==> src/serial_led_preset_controller_core_macros.svh <==
// Assertion macros used by the core RTL file of the LED preset controller.
`ifndef SERIAL_LED_PRESET_CONTROLLER_CORE_MACROS_SVH
`define SERIAL_LED_PRESET_CONTROLLER_CORE_MACROS_SVH

// Implication in the same cycle, checked while out of reset.
`define SLPC_ASSERT_SAME(label, clk, rst_n, ante, cons) \
    label: assert property (@(posedge clk) disable iff (!(rst_n)) (ante) |-> (cons)) \
        else $error("assertion failed");

// Implication in the next cycle, checked while out of reset.
`define SLPC_ASSERT_NEXT(label, clk, rst_n, ante, cons) \
    label: assert property (@(posedge clk) disable iff (!(rst_n)) (ante) |=> (cons)) \
        else $error("assertion failed");

`endif

==> src/slpc_pkg.sv <==
// ----------------------------------------------------------------------------
// slpc_pkg
// Types, constants and helper functions of the serial LED preset controller.
// ----------------------------------------------------------------------------
`timescale 1ns / 1ps
`default_nettype none

package slpc_pkg;

    localparam int DATA_W  = 8;
    localparam int LEVEL_W = 10;
    localparam int MSG_W   = 4;
    localparam int NUM_W   = 7;
    localparam int MODE_W  = 2;
    localparam int COLOR_W = 2;
    localparam int DUTY_W  = 7;

    localparam int SLOT_COUNT_DEFAULT = 9;

    // Command characters.
    localparam logic [DATA_W-1:0] CHAR_ZERO  = 8'h30;
    localparam logic [DATA_W-1:0] CHAR_ONE   = 8'h31;
    localparam logic [DATA_W-1:0] CHAR_CR    = 8'h0D;
    localparam logic [DATA_W-1:0] CHAR_A     = 8'h61;
    localparam logic [DATA_W-1:0] CHAR_B     = 8'h62;
    localparam logic [DATA_W-1:0] CHAR_C     = 8'h63;
    localparam logic [DATA_W-1:0] CHAR_PLUS  = 8'h2B;
    localparam logic [DATA_W-1:0] CHAR_MINUS = 8'h2D;

    localparam logic [DUTY_W-1:0]  DUTY_STEP   = 7'd10;
    localparam logic [DUTY_W-1:0]  DUTY_MAX    = 7'd100;
    localparam logic [LEVEL_W-1:0] LEVEL_MAX   = 10'd1000;
    localparam logic [LEVEL_W-1:0] LEVEL_RESET = 10'd100;

    // Colors.
    localparam logic [COLOR_W-1:0] COLOR_GREEN  = 2'd0;
    localparam logic [COLOR_W-1:0] COLOR_YELLOW = 2'd1;
    localparam logic [COLOR_W-1:0] COLOR_RED    = 2'd2;

    // Message codes.
    localparam logic [MSG_W-1:0] MSG_OFF        = 4'd0;
    localparam logic [MSG_W-1:0] MSG_PRESET     = 4'd1;
    localparam logic [MSG_W-1:0] MSG_CONFIG     = 4'd2;
    localparam logic [MSG_W-1:0] MSG_UNKNOWN    = 4'd3;
    localparam logic [MSG_W-1:0] MSG_PICK_COLOR = 4'd4;
    localparam logic [MSG_W-1:0] MSG_ADJUST     = 4'd5;
    localparam logic [MSG_W-1:0] MSG_BRIGHTNESS = 4'd6;
    localparam logic [MSG_W-1:0] MSG_SAVED      = 4'd7;
    localparam logic [MSG_W-1:0] MSG_INVALID    = 4'd8;

    // Mode codes as seen on the result word.
    localparam logic [MODE_W-1:0] MODE_CODE_WORK   = 2'd0;
    localparam logic [MODE_W-1:0] MODE_CODE_SLOT   = 2'd1;
    localparam logic [MODE_W-1:0] MODE_CODE_COLOR  = 2'd2;
    localparam logic [MODE_W-1:0] MODE_CODE_BRIGHT = 2'd3;

    typedef enum logic [3:0] {
        MODE_RUN    = 4'b0001,
        MODE_SLOT   = 4'b0010,
        MODE_COLOR  = 4'b0100,
        MODE_BRIGHT = 4'b1000
    } mode_t;

    typedef struct packed {
        logic [LEVEL_W-1:0] green;
        logic [LEVEL_W-1:0] yellow;
        logic [LEVEL_W-1:0] red;
    } levels_t;

    // Write request into the preset table.
    typedef struct packed {
        logic               color_we;
        logic               duty_we;
        logic [COLOR_W-1:0] color;
        logic [DUTY_W-1:0]  duty;
    } table_wr_t;

    function automatic logic [MODE_W-1:0] mode_code(input mode_t m);
        logic [MODE_W-1:0] code;
        case (m)
            MODE_RUN:    code = MODE_CODE_WORK;
            MODE_SLOT:   code = MODE_CODE_SLOT;
            MODE_COLOR:  code = MODE_CODE_COLOR;
            MODE_BRIGHT: code = MODE_CODE_BRIGHT;
            default:     code = MODE_CODE_WORK;
        endcase
        return code;
    endfunction

    // Factory presets: three slots per color at 10, 40 and 100 percent.
    function automatic logic [COLOR_W-1:0] reset_color(input logic [3:0] idx);
        logic [COLOR_W-1:0] c;
        case (idx)
            4'd0, 4'd1, 4'd2: c = COLOR_GREEN;
            4'd3, 4'd4, 4'd5: c = COLOR_YELLOW;
            default:          c = COLOR_RED;
        endcase
        return c;
    endfunction

    function automatic logic [DUTY_W-1:0] reset_duty(input logic [3:0] idx);
        logic [DUTY_W-1:0] d;
        case (idx)
            4'd0, 4'd3, 4'd6: d = 7'd10;
            4'd1, 4'd4, 4'd7: d = 7'd40;
            default:          d = 7'd100;
        endcase
        return d;
    endfunction

    // Clears all channels and lights the one of the given color at duty times ten.
    function automatic levels_t apply_preset(input logic [COLOR_W-1:0] color,
                                             input logic [DUTY_W-1:0] duty);
        levels_t            lv;
        logic [10:0]        scaled;
        logic [LEVEL_W-1:0] level;
        scaled = {1'b0, duty, 3'b000} + {3'b000, duty, 1'b0};
        if (scaled > {1'b0, LEVEL_MAX}) begin
            level = LEVEL_MAX;
        end else begin
            level = scaled[LEVEL_W-1:0];
        end
        lv = '0;
        case (color)
            COLOR_GREEN:  lv.green  = level;
            COLOR_YELLOW: lv.yellow = level;
            COLOR_RED:    lv.red    = level;
            default:      lv = '0;
        endcase
        return lv;
    endfunction

endpackage

`default_nettype wire

==> src/slpc_preset_table.sv <==
// ----------------------------------------------------------------------------
// slpc_preset_table
// Preset storage: color and duty of each slot, one read and one write port.
// ----------------------------------------------------------------------------
`timescale 1ns / 1ps
`default_nettype none

module slpc_preset_table #(
    parameter int SLOT_COUNT = slpc_pkg::SLOT_COUNT_DEFAULT,
    parameter int SLOT_W     = 4
) (
    input  wire logic                        aclk,
    input  wire logic                        aresetn,
    input  wire logic [SLOT_W-1:0]           rd_idx,
    output      logic [slpc_pkg::COLOR_W-1:0] rd_color,
    output      logic [slpc_pkg::DUTY_W-1:0]  rd_duty,
    input  wire logic [SLOT_W-1:0]           wr_idx,
    input  wire slpc_pkg::table_wr_t         wr
);
    import slpc_pkg::*;

    logic [COLOR_W-1:0] color_reg [SLOT_COUNT];
    logic [DUTY_W-1:0]  duty_reg  [SLOT_COUNT];

    always_ff @(posedge aclk) begin
        if (!aresetn) begin
            for (int i = 0; i < SLOT_COUNT; i++) begin
                color_reg[i] <= reset_color(4'(i));
                duty_reg[i]  <= reset_duty(4'(i));
            end
        end else begin
            if (wr.color_we) begin
                color_reg[wr_idx] <= wr.color;
            end
            if (wr.duty_we) begin
                duty_reg[wr_idx] <= wr.duty;
            end
        end
    end

    // The index can exceed the slot count for a byte that is not a checked digit; the read data is then not used.
    assign rd_color = color_reg[rd_idx];
    assign rd_duty  = duty_reg[rd_idx];

endmodule

`default_nettype wire

==> src/serial_led_preset_controller_core.sv <==
// ----------------------------------------------------------------------------
// serial_led_preset_controller_core
// Command interpreter for an LED preset controller: one command byte in,
// one word of channel levels, message code and mode out.
// ----------------------------------------------------------------------------
//   Channel   Direction  Handshake          Payload
//   s_        in         s_valid/s_ready    s_rx_byte
//   m_        out        m_valid/m_ready    levels, message, number, mode_now
//
// One word per cycle sustained while the output is not stalled; a byte is taken
// into the input register when accepted and its result word then moves into the result register.
// The mode, preset table and channel levels update in the cycle that moves a
// word from the input register to the result register.
// A stalled output holds the result register; the input register still takes
// one more word. Reset restores the factory presets in the same cycle.
`timescale 1ns / 1ps
`default_nettype none
`include "serial_led_preset_controller_core_macros.svh"

module serial_led_preset_controller_core #(
    parameter int SLOT_COUNT = slpc_pkg::SLOT_COUNT_DEFAULT
) (
    input  wire logic                         aclk,
    input  wire logic                         aresetn,
    input  wire logic                         s_valid,
    output      logic                         s_ready,
    input  wire logic [slpc_pkg::DATA_W-1:0]  s_rx_byte,
    output      logic                         m_valid,
    input  wire logic                         m_ready,
    output      logic [slpc_pkg::LEVEL_W-1:0] m_green_level,
    output      logic [slpc_pkg::LEVEL_W-1:0] m_yellow_level,
    output      logic [slpc_pkg::LEVEL_W-1:0] m_red_level,
    output      logic [slpc_pkg::MSG_W-1:0]   m_message,
    output      logic [slpc_pkg::NUM_W-1:0]   m_number,
    output      logic [slpc_pkg::MODE_W-1:0]  m_mode_now
);
    import slpc_pkg::*;

    localparam int SLOT_W = (SLOT_COUNT > 1) ? $clog2(SLOT_COUNT) : 1;

    // Input register.
    logic              in_valid_reg;
    logic [DATA_W-1:0] rx_reg;

    // Controller state.
    mode_t             mode_reg, mode_next;
    levels_t           levels_reg, levels_next;
    logic [SLOT_W-1:0] editing_reg, editing_next;
    logic [SLOT_W-1:0] active_reg, active_next;

    // Result register.
    logic              out_valid_reg;
    levels_t           out_levels_reg;
    logic [MSG_W-1:0]  out_msg_reg, msg_next;
    logic [NUM_W-1:0]  out_num_reg, num_next;
    logic [MODE_W-1:0] out_mode_reg;

    logic              advance;
    logic              is_digit;
    logic [SLOT_W-1:0] slot_idx;
    logic [SLOT_W-1:0] rd_idx;
    logic [COLOR_W-1:0] rd_color;
    logic [DUTY_W-1:0]  rd_duty;
    logic [COLOR_W-1:0] new_color;
    logic [DUTY_W:0]    duty_up;
    logic [DUTY_W-1:0]  new_duty;
    table_wr_t          tbl_wr;

    assign advance = in_valid_reg && (!out_valid_reg || m_ready);
    assign s_ready = !in_valid_reg || advance;

    always_ff @(posedge aclk) begin
        if (!aresetn) begin
            in_valid_reg <= 1'b0;
        end else if (s_ready) begin
            in_valid_reg <= s_valid;
        end
    end

    always_ff @(posedge aclk) begin
        if (s_valid && s_ready) begin
            rx_reg <= s_rx_byte;
        end
    end

    slpc_preset_table #(
        .SLOT_COUNT (SLOT_COUNT),
        .SLOT_W     (SLOT_W)
    ) u_table (
        .aclk     (aclk),
        .aresetn  (aresetn),
        .rd_idx   (rd_idx),
        .rd_color (rd_color),
        .rd_duty  (rd_duty),
        .wr_idx   (editing_reg),
        .wr       (tbl_wr)
    );

    assign is_digit = ({1'b0, rx_reg} >= {1'b0, CHAR_ONE}) &&
                      ({1'b0, rx_reg} < ({1'b0, CHAR_ONE} + 9'(SLOT_COUNT)));
    assign slot_idx = SLOT_W'(rx_reg - CHAR_ONE);
    assign rd_idx   = (mode_reg == MODE_RUN || mode_reg == MODE_SLOT) ? slot_idx
                                                                     : editing_reg;
    assign new_color = COLOR_W'(rx_reg - CHAR_A);

    // Duty steps saturate at zero and full scale.
    assign duty_up = {1'b0, rd_duty} + {1'b0, DUTY_STEP};
    always_comb begin
        if (rx_reg == CHAR_PLUS) begin
            new_duty = (duty_up > {1'b0, DUTY_MAX}) ? DUTY_MAX : duty_up[DUTY_W-1:0];
        end else begin
            new_duty = (rd_duty < DUTY_STEP) ? '0 : rd_duty - DUTY_STEP;
        end
    end

    always_comb begin
        mode_next    = mode_reg;
        levels_next  = levels_reg;
        editing_next = editing_reg;
        active_next  = active_reg;
        msg_next     = MSG_INVALID;
        num_next     = '0;
        tbl_wr       = '0;
        case (mode_reg)
            MODE_RUN: begin
                if (rx_reg == CHAR_ZERO) begin
                    levels_next = '0;
                    msg_next    = MSG_OFF;
                end else if (is_digit) begin
                    active_next = slot_idx;
                    levels_next = apply_preset(rd_color, rd_duty);
                    msg_next    = MSG_PRESET;
                    num_next    = NUM_W'(slot_idx) + NUM_W'(1);
                end else if (rx_reg == CHAR_CR) begin
                    mode_next = MODE_SLOT;
                    msg_next  = MSG_CONFIG;
                end else begin
                    msg_next = MSG_UNKNOWN;
                end
            end
            MODE_SLOT: begin
                if (is_digit) begin
                    editing_next = slot_idx;
                    levels_next  = apply_preset(rd_color, rd_duty);
                    mode_next    = MODE_COLOR;
                    msg_next     = MSG_PICK_COLOR;
                end else if (rx_reg == CHAR_CR) begin
                    mode_next = MODE_RUN;
                    msg_next  = MSG_SAVED;
                end
            end
            MODE_COLOR: begin
                if (rx_reg == CHAR_A || rx_reg == CHAR_B || rx_reg == CHAR_C) begin
                    tbl_wr.color_we = 1'b1;
                    tbl_wr.color    = new_color;
                    levels_next     = apply_preset(new_color, rd_duty);
                    mode_next       = MODE_BRIGHT;
                    msg_next        = MSG_ADJUST;
                end else if (rx_reg == CHAR_CR) begin
                    mode_next = MODE_RUN;
                    msg_next  = MSG_SAVED;
                end
            end
            MODE_BRIGHT: begin
                if (rx_reg == CHAR_PLUS || rx_reg == CHAR_MINUS) begin
                    tbl_wr.duty_we = 1'b1;
                    tbl_wr.duty    = new_duty;
                    levels_next    = apply_preset(rd_color, new_duty);
                    msg_next       = MSG_BRIGHTNESS;
                    num_next       = new_duty;
                end else if (rx_reg == CHAR_CR) begin
                    mode_next = MODE_RUN;
                    msg_next  = MSG_SAVED;
                end
            end
            default: begin
                mode_next = MODE_RUN;
            end
        endcase
        if (!advance) begin
            tbl_wr = '0;
        end
    end

    always_ff @(posedge aclk) begin
        if (!aresetn) begin
            mode_reg          <= MODE_RUN;
            levels_reg.green  <= LEVEL_RESET;
            levels_reg.yellow <= '0;
            levels_reg.red    <= '0;
            editing_reg       <= '0;
            active_reg        <= '0;
            out_valid_reg     <= 1'b0;
        end else begin
            if (advance) begin
                mode_reg    <= mode_next;
                levels_reg  <= levels_next;
                editing_reg <= editing_next;
                active_reg  <= active_next;
            end
            if (advance) begin
                out_valid_reg <= 1'b1;
            end else if (m_ready) begin
                out_valid_reg <= 1'b0;
            end
        end
    end

    always_ff @(posedge aclk) begin
        if (advance) begin
            out_levels_reg <= levels_next;
            out_msg_reg    <= msg_next;
            out_num_reg    <= num_next;
            out_mode_reg   <= mode_code(mode_next);
        end
    end

    assign m_valid        = out_valid_reg;
    assign m_green_level  = out_levels_reg.green;
    assign m_yellow_level = out_levels_reg.yellow;
    assign m_red_level    = out_levels_reg.red;
    assign m_message      = out_msg_reg;
    assign m_number       = out_num_reg;
    assign m_mode_now     = out_mode_reg;

    // At most one channel is ever lit.
    `SLPC_ASSERT_SAME(a_one_lit, aclk, aresetn, m_valid,
        $countones({m_green_level != '0, m_yellow_level != '0, m_red_level != '0}) <= 1)
    // A preset message carries the slot that was just made active.
    `SLPC_ASSERT_SAME(a_preset_slot, aclk, aresetn, m_valid && m_message == MSG_PRESET,
        m_number == NUM_W'(active_reg) + NUM_W'(1))
    // A word that moves on always shows up on the output in the next cycle.
    `SLPC_ASSERT_NEXT(a_advance_out, aclk, aresetn, advance, m_valid)
    // A byte waiting in the input register is neither lost nor overwritten.
    `SLPC_ASSERT_NEXT(a_in_hold, aclk, aresetn, in_valid_reg && !advance,
        in_valid_reg && $stable(rx_reg))
    // A level never exceeds full scale.
    `SLPC_ASSERT_SAME(a_level_max, aclk, aresetn, m_valid,
        m_green_level <= LEVEL_MAX && m_yellow_level <= LEVEL_MAX && m_red_level <= LEVEL_MAX)

endmodule

`default_nettype wire

==> config.mk <==
export PLATFORM = sky130hd
export DESIGN_NAME = serial_led_preset_controller_core
export DESIGN_NICKNAME = d
export VERILOG_FILES = /design/src/slpc_pkg.sv /design/src/slpc_preset_table.sv /design/src/serial_led_preset_controller_core.sv
export VERILOG_INCLUDE_DIRS = /design/src /design/src/src
export SDC_FILE = /design/constraint.sdc
export NUM_CORES = 1
export LEC_CHECK = 0
export ABC_CLOCK_PERIOD_IN_PS = 13000
export BUFFER_PORTS_ARGS = -buffer_cell sky130_fd_sc_hd__buf_2
export CAP_MARGIN = 20
export CORE_MARGIN = 2
export CORE_UTILIZATION = 45
export CTS_BUF_LIST = sky130_fd_sc_hd__clkbuf_8
export CTS_CLUSTER_SIZE = 8
export DETAILED_ROUTE_END_ITERATION = 10
export PLACE_DENSITY_LB_ADDON = 0.3
export REMOVE_ABC_BUFFERS = 1
export SYNTH_ARGS = -nofsm -noshare
export SYNTH_HDL_FRONTEND = slang
export SYNTH_SLANG_ARGS = --single-unit
==> constraint.sdc <==
create_clock -name aclk -period 13 [get_ports aclk]
set_input_delay 2.6 -clock aclk [delete_from_list [all_inputs] [get_ports aclk]]
set_output_delay 2.6 -clock aclk [all_outputs]
set_load 0.02 [all_outputs]
Yosys cells after proc, flatten, opt, wreduce, memory -nomap -nowiden
Memory sizes are Yosys's and may differ from the RTL's.
Cells that the tools add are included.
{"block": "totals", "regBits": 91, "mem_bits_rw": 81, "input_bits": 12, "elab_cells": 134, "mem_count": 2}
{"block": "op_classes", "add_sub_neg": 7, "magnitude_cmp": 6, "eq_ne": 18, "n_mux": 70, "n_reduce_logical": 17}
{"name": "u_table.duty_reg", "depth": 9, "width": 7, "rd": 1, "rd_clocked_by_memory_dff": 0, "wr": 9, "line_no": "slpc_preset_table.sv:23", "text": "logic [DUTY_W-1:0] duty_reg [SLOT_COUNT];"}
{"name": "u_table.color_reg", "depth": 9, "width": 2, "rd": 1, "rd_clocked_by_memory_dff": 0, "wr": 9, "line_no": "slpc_preset_table.sv:22", "text": "logic [COLOR_W-1:0] color_reg [SLOT_COUNT];"}
{"operator": "$mux 30", "count": 4}
{"operator": "$pmux 30 s4", "count": 1}
{"operator": "$mux 10", "count": 11}
{"operator": "$mux 7", "count": 9}
{"operator": "$mux 4", "count": 14}
{"operator": "$pmux 4 s4", "count": 2}
{"operator": "$eq 8x6->1 const B", "count": 3}
{"operator": "$eq 8x7->1 const B", "count": 3}
{"operator": "$add 10x8->11", "count": 2}
{"operator": "$gt 11x10->1 const B", "count": 2}
{"operator": "$mux 1", "count": 16}
{"operator": "$mux 2", "count": 8}
{"operator": "$pmux 7 s2", "count": 1}
{"operator": "$mux 11", "count": 1}
{"operator": "$mux 5", "count": 2}
{"operator": "$add 7x4->8 const B", "count": 1}
{"operator": "$eq 4x2->1 const B", "count": 2}
{"operator": "$eq 4x3->1 const B", "count": 2}
{"operator": "$eq 4x4->1 const B", "count": 2}
{"operator": "$eq 8x4->1 const B", "count": 1}
{"operator": "$ge 8x6->1 const B", "count": 1}
{"operator": "$gt 8x7->1 const B", "count": 1}
{"operator": "$lt 8x6->1 const B", "count": 1}
{"operator": "$lt 7x4->1 const B", "count": 1}
{"operator": "16 further kinds", "count": 27}

Depth between registers and ports, before layout
An unclocked memory read counts as a cell.
{"block": "depth", "word_depth": 16, "mapped_depth": 36, "mapped_depth_nobuf": 30}

Cells and area by module
From an unflattened synthesis, not the netlist that was laid out.
{"block": "hier_totals", "cells_unflattened": 1009, "area_unflattened_um2": 11905.2}
{"mod": "slpc_preset_table", "instances": 1, "cells_each": 374, "area_each_um2": 6313.6}
{"mod": "serial_led_preset_controller_core", "instances": 1, "cells_each": 635, "area_each_um2": 5591.6}

Worst setup path after synthesis
No wires, ideal clock.
{"block": "synth_timing", "path_kind": "reg2reg", "startpoint": "register rx_reg[0]", "endpoint": "register levels_reg[12] (netlist name)", "setup_time_ns": 0.059, "arrival_ns": 6.577, "path_slack_ns": 6.364, "path_stages_with_launch": 33, "synth_period_minus_slack_ns": 6.636, "cell_sequence": "edfxtp_1 > clkbuf_1 > clkbuf_1 > inv_1 > ha_1 > clkbuf_1 > and3_1 > buf_2 > nor2_2 > buf_4 > mux2_2 > o211ai_1 > and4_1 > buf_4 > inv_4 > ha_1 > nor2_1 > nor2_1 > nand4bb_1 > nand4b_1 > a41oi_1 > o211ai_1 > ha_1 > a21o_1 > a21oi_1 > o21bai_1 > a21oi_1 > nor3_1 > a311o_1 > nand3_2 > or3b_1 > o221ai_2 > o21ba_1"}
{"item": "start: declaration", "line_no": "serial_led_preset_controller_core.sv:43", "text": "logic [DATA_W-1:0] rx_reg;"}
{"item": "start signal: assignment", "line_no": "serial_led_preset_controller_core.sv:82", "text": "rx_reg <= s_rx_byte;"}
{"item": "end signal: assignment", "line_no": "serial_led_preset_controller_core.sv:197", "text": "levels_reg <= levels_next;"}
{"item": "end: declaration", "line_no": "serial_led_preset_controller_core.sv:47", "text": "levels_t levels_reg, levels_next;"}

==> metrics.md <==
| Metric | Value |
|---|---|
| CP Class | `register to register` |
| Root Driver | `clkbuf_8` |
| DR WL/cell | `20.7 um` |
| Setup bufs post-CTS | `0` |
| Tot GR Track Use | `23.3%` |
| CP delay by family, top | `simple AND/OR/NAND/NOR gates` |
| WP buf/inv | `4` |
| Share of layout cells above drive strength 1 | `14.9%` |
| Slew at the pin closest to its max-slew limit | `1.05 ns` |
| Avg Inst Size Synth | `10.5 um^2` |
| Initial antenna violation count | `0` |
| CP max stage delay | `0.71 ns` |
| GPL Wtd Cong | `0.941` |
| Slew Viols, Final | `0` |
| Seq cells post-synth | `235` |
| Cts hold-fix bufs | `0` |
| Clk Latency, worst-skew pair | `0.56 ns` |
| Period utilization | `60.4%` |
| Ys flop type | `edfxtp_1` |
| Max FFs per register | `112` |
| Critical Path Slowest Stage Cell | `nand2_1` |
| CTS tree | `yes` |
| Outcome | `completed` |
| Sequential area share after synthesis | `53.4%` |
| CP max FO | `44` |
| P_leak | `4.81 nW` |
| Post-synth EDFFs | `195` |
| H-tree levels | `2` |
| Layout area overhead | `9.97%` |
| Synth unique cells | `86` |
| Initial Util | `46.0%` |
| Routed vias/inst | `5.95` |
| Clock-pin slew on the worst setup and hold paths | `0.06 ns` |
| # rows | `60` |
| Top-area cell type share of the netlist area | `47.0%` |
| Cell repeated most along the worst path | `nor2_1` |
| Worst Skew | `0.0301 ns` |
| Routed Antenna Nets | `0` |
| CP Data Arrival Time | `8.25 ns` |
| Post-DP HPWL | `23.1 mm` |
| Minimum clock period | `7.85 ns` |
| Setup crit end kind | `register` |
| Clock Tree Buf Depth | `3` |
| Pwr/cell area | `175 nW/um^2` |
| Num CTS Buffers | `41` |
| Total grt overflow | `0` |
| Post-layout nets | `1,259` |
| Starting DRT DRC Count | `1,043` |
| Fmax achieved | `127 MHz` |
| CTS resizes | `0` |
| Final setup vio count | `0` |
| Via count | `9,687` |
| Final wirelength | `33.7 mm` |
| Drt first pass iters | `5` |
| Die area | `29,100 um^2` |
| Die X | `170 um` |
| Req. time, crit path | `13.40 ns` |
| Largest net degree at the start of global routing | `75` |
| Slew headroom | `29.8%` |
| Fin Setup TNS | `0 ns` |
| Area contributors post-synth | `edfxtp_1 47%, dfxtp_1 6.4%, nor2_1 4.3%, nand2_1 3.8%, o21ai_0 3.4%` |
| Drt drc | `0` |
| Core Util, Final | `50.6%` |
| FF-to-FF setup slack | `5.15 ns` |
| Core outline area | `27,100 um^2` |
| Die Y | `170 um` |
| Final Hold Viols | `0` |
| Most common cell after layout, fill and taps aside | `edfxtp_1` |
| Fraction of registers with async set/reset | `0%` |
| Max Cap Viol | `0` |
| RSZ-0062 raised after global routing | `false` |
| Synth warnings | `0` |
| Worst vdd rail ir drop | `0.0884 mV` |
| PortBufs | `56` |
| Worst hold path type | `register to register` |
| Number of global-route vias before repair | `9,331` |
| Fillers | `2,478` |
| Global-route wire length before repair | `52.1 mm` |
| Synth Cell Area | `12,500 um^2` |
| Io pins | `57` |
| Most frequent cells in the layout | `195 x edfxtp_1, 144 x nor2_1, 126 x nand2_1` |
| Synth Instances | `1,190` |
| # diodes | `0` |
| Clk sink count | `235` |
| Worst Setup Start Kind | `register` |
| Tot Pwr | `2.40 mW` |
| Largest area contributor in the netlist | `edfxtp_1` |
layout make-up:
class | count | area, um^2 | area share, %
Clock buffer | 44 | 606 | 4.42
Clock inverter | 29 | 168 | 1.22
Inverter | 20 | 80.1 | 0.584
Multi-Input combinational cell | 855 | 5330 | 38.9
Sequential cell | 235 | 6660 | 48.5
Tap cell | 372 | 465 | 3.39
Timing Repair Buffer | 73 | 408 | 2.97
logic make-up (layout without fill, tap and decap cells):
group / Yosys count / after routing / share of synthesized area, %
compound gates: 298 / 298 / 16.1
xor+xnor: 12 / 12 / 1.05
fa+ha+maj: 21 / 21 / 2.23
buf+inv: 100 / 166 / 3.87
flops: 235 / 235 / 53.4
mux: 33 / 33 / 3.98
simple gates: 491 / 491 / 19.4
cells in the mapped netlist, types with 6 or more instances:
master,instances
mux2_2,13
o211ai_1,19
xnor2_1,7
nand4_1,15
o21ai_1,6
a211oi_1,15
or3_1,8
a32oi_1,7
and2_1,14
nand3_1,34
a21o_1,9
mux2i_1,8
and3_1,26
nor2b_1,11
edfxtp_1,195
a211o_1,18
nand2_1,126
a31oi_1,8
nor3_1,30
o21ai_0,84
mux4_2,12
a22oi_1,23
dfxtp_1,40
ha_1,19
buf_2,10
o21a_1,12
buf_6,7
o211a_1,8
nand3b_1,10
inv_1,16
a21oi_1,47
nand2b_1,37
nor2_1,144
clkbuf_1,52
buf_4,7
worst paths after layout:
check / from / endpoint / depth (start not counted)
max: rx_reg[0] / m_yellow_level[7] / 30
min: levels_reg[0] / levels_reg[0] / 1
max reg2reg: rx_reg[0] / m_yellow_level[7] / 30
min reg2reg: levels_reg[0] / levels_reg[0] / 1
where the power goes:
| part | internal, mW | leakage (nW) | switching (mW) | total (mW) |
|---|---|---|---|---|
| Clock | 0.350 | 0.450 | 0.302 | 0.652 |
| Sequential | 0.841 | 2.03 | 0.0131 | 0.854 |
| Combinational | 0.300 | 2.34 | 0.592 | 0.892 |
metal layers:
layer | up-vias | track usage, % | part of all wire, %
met5 | - | 0 | 0
met4 | 0 | 8.06 | 2.7
met3 | 62 | 5.05 | 8.5
met2 | 440 | 36.4 | 45
met1 | 4687 | 32.3 | 44
li1 | 4498 | - | -
stage by stage:
stage                     hold WS [ns]  worst slack (ns)  cells  cell area [um^2]
final                            0.475              5.15   1628             13700
after global routing             0.484              4.60   1628             13700
after CTS                        0.476              5.31   1628             13700
after detailed placement         0.462              5.33   1555             12900
after global placement           0.456              5.51   1555             12900
after floorplan                  0.443              5.78   1110             12100
Note: power is estimated with default switching activity, not from simulation.
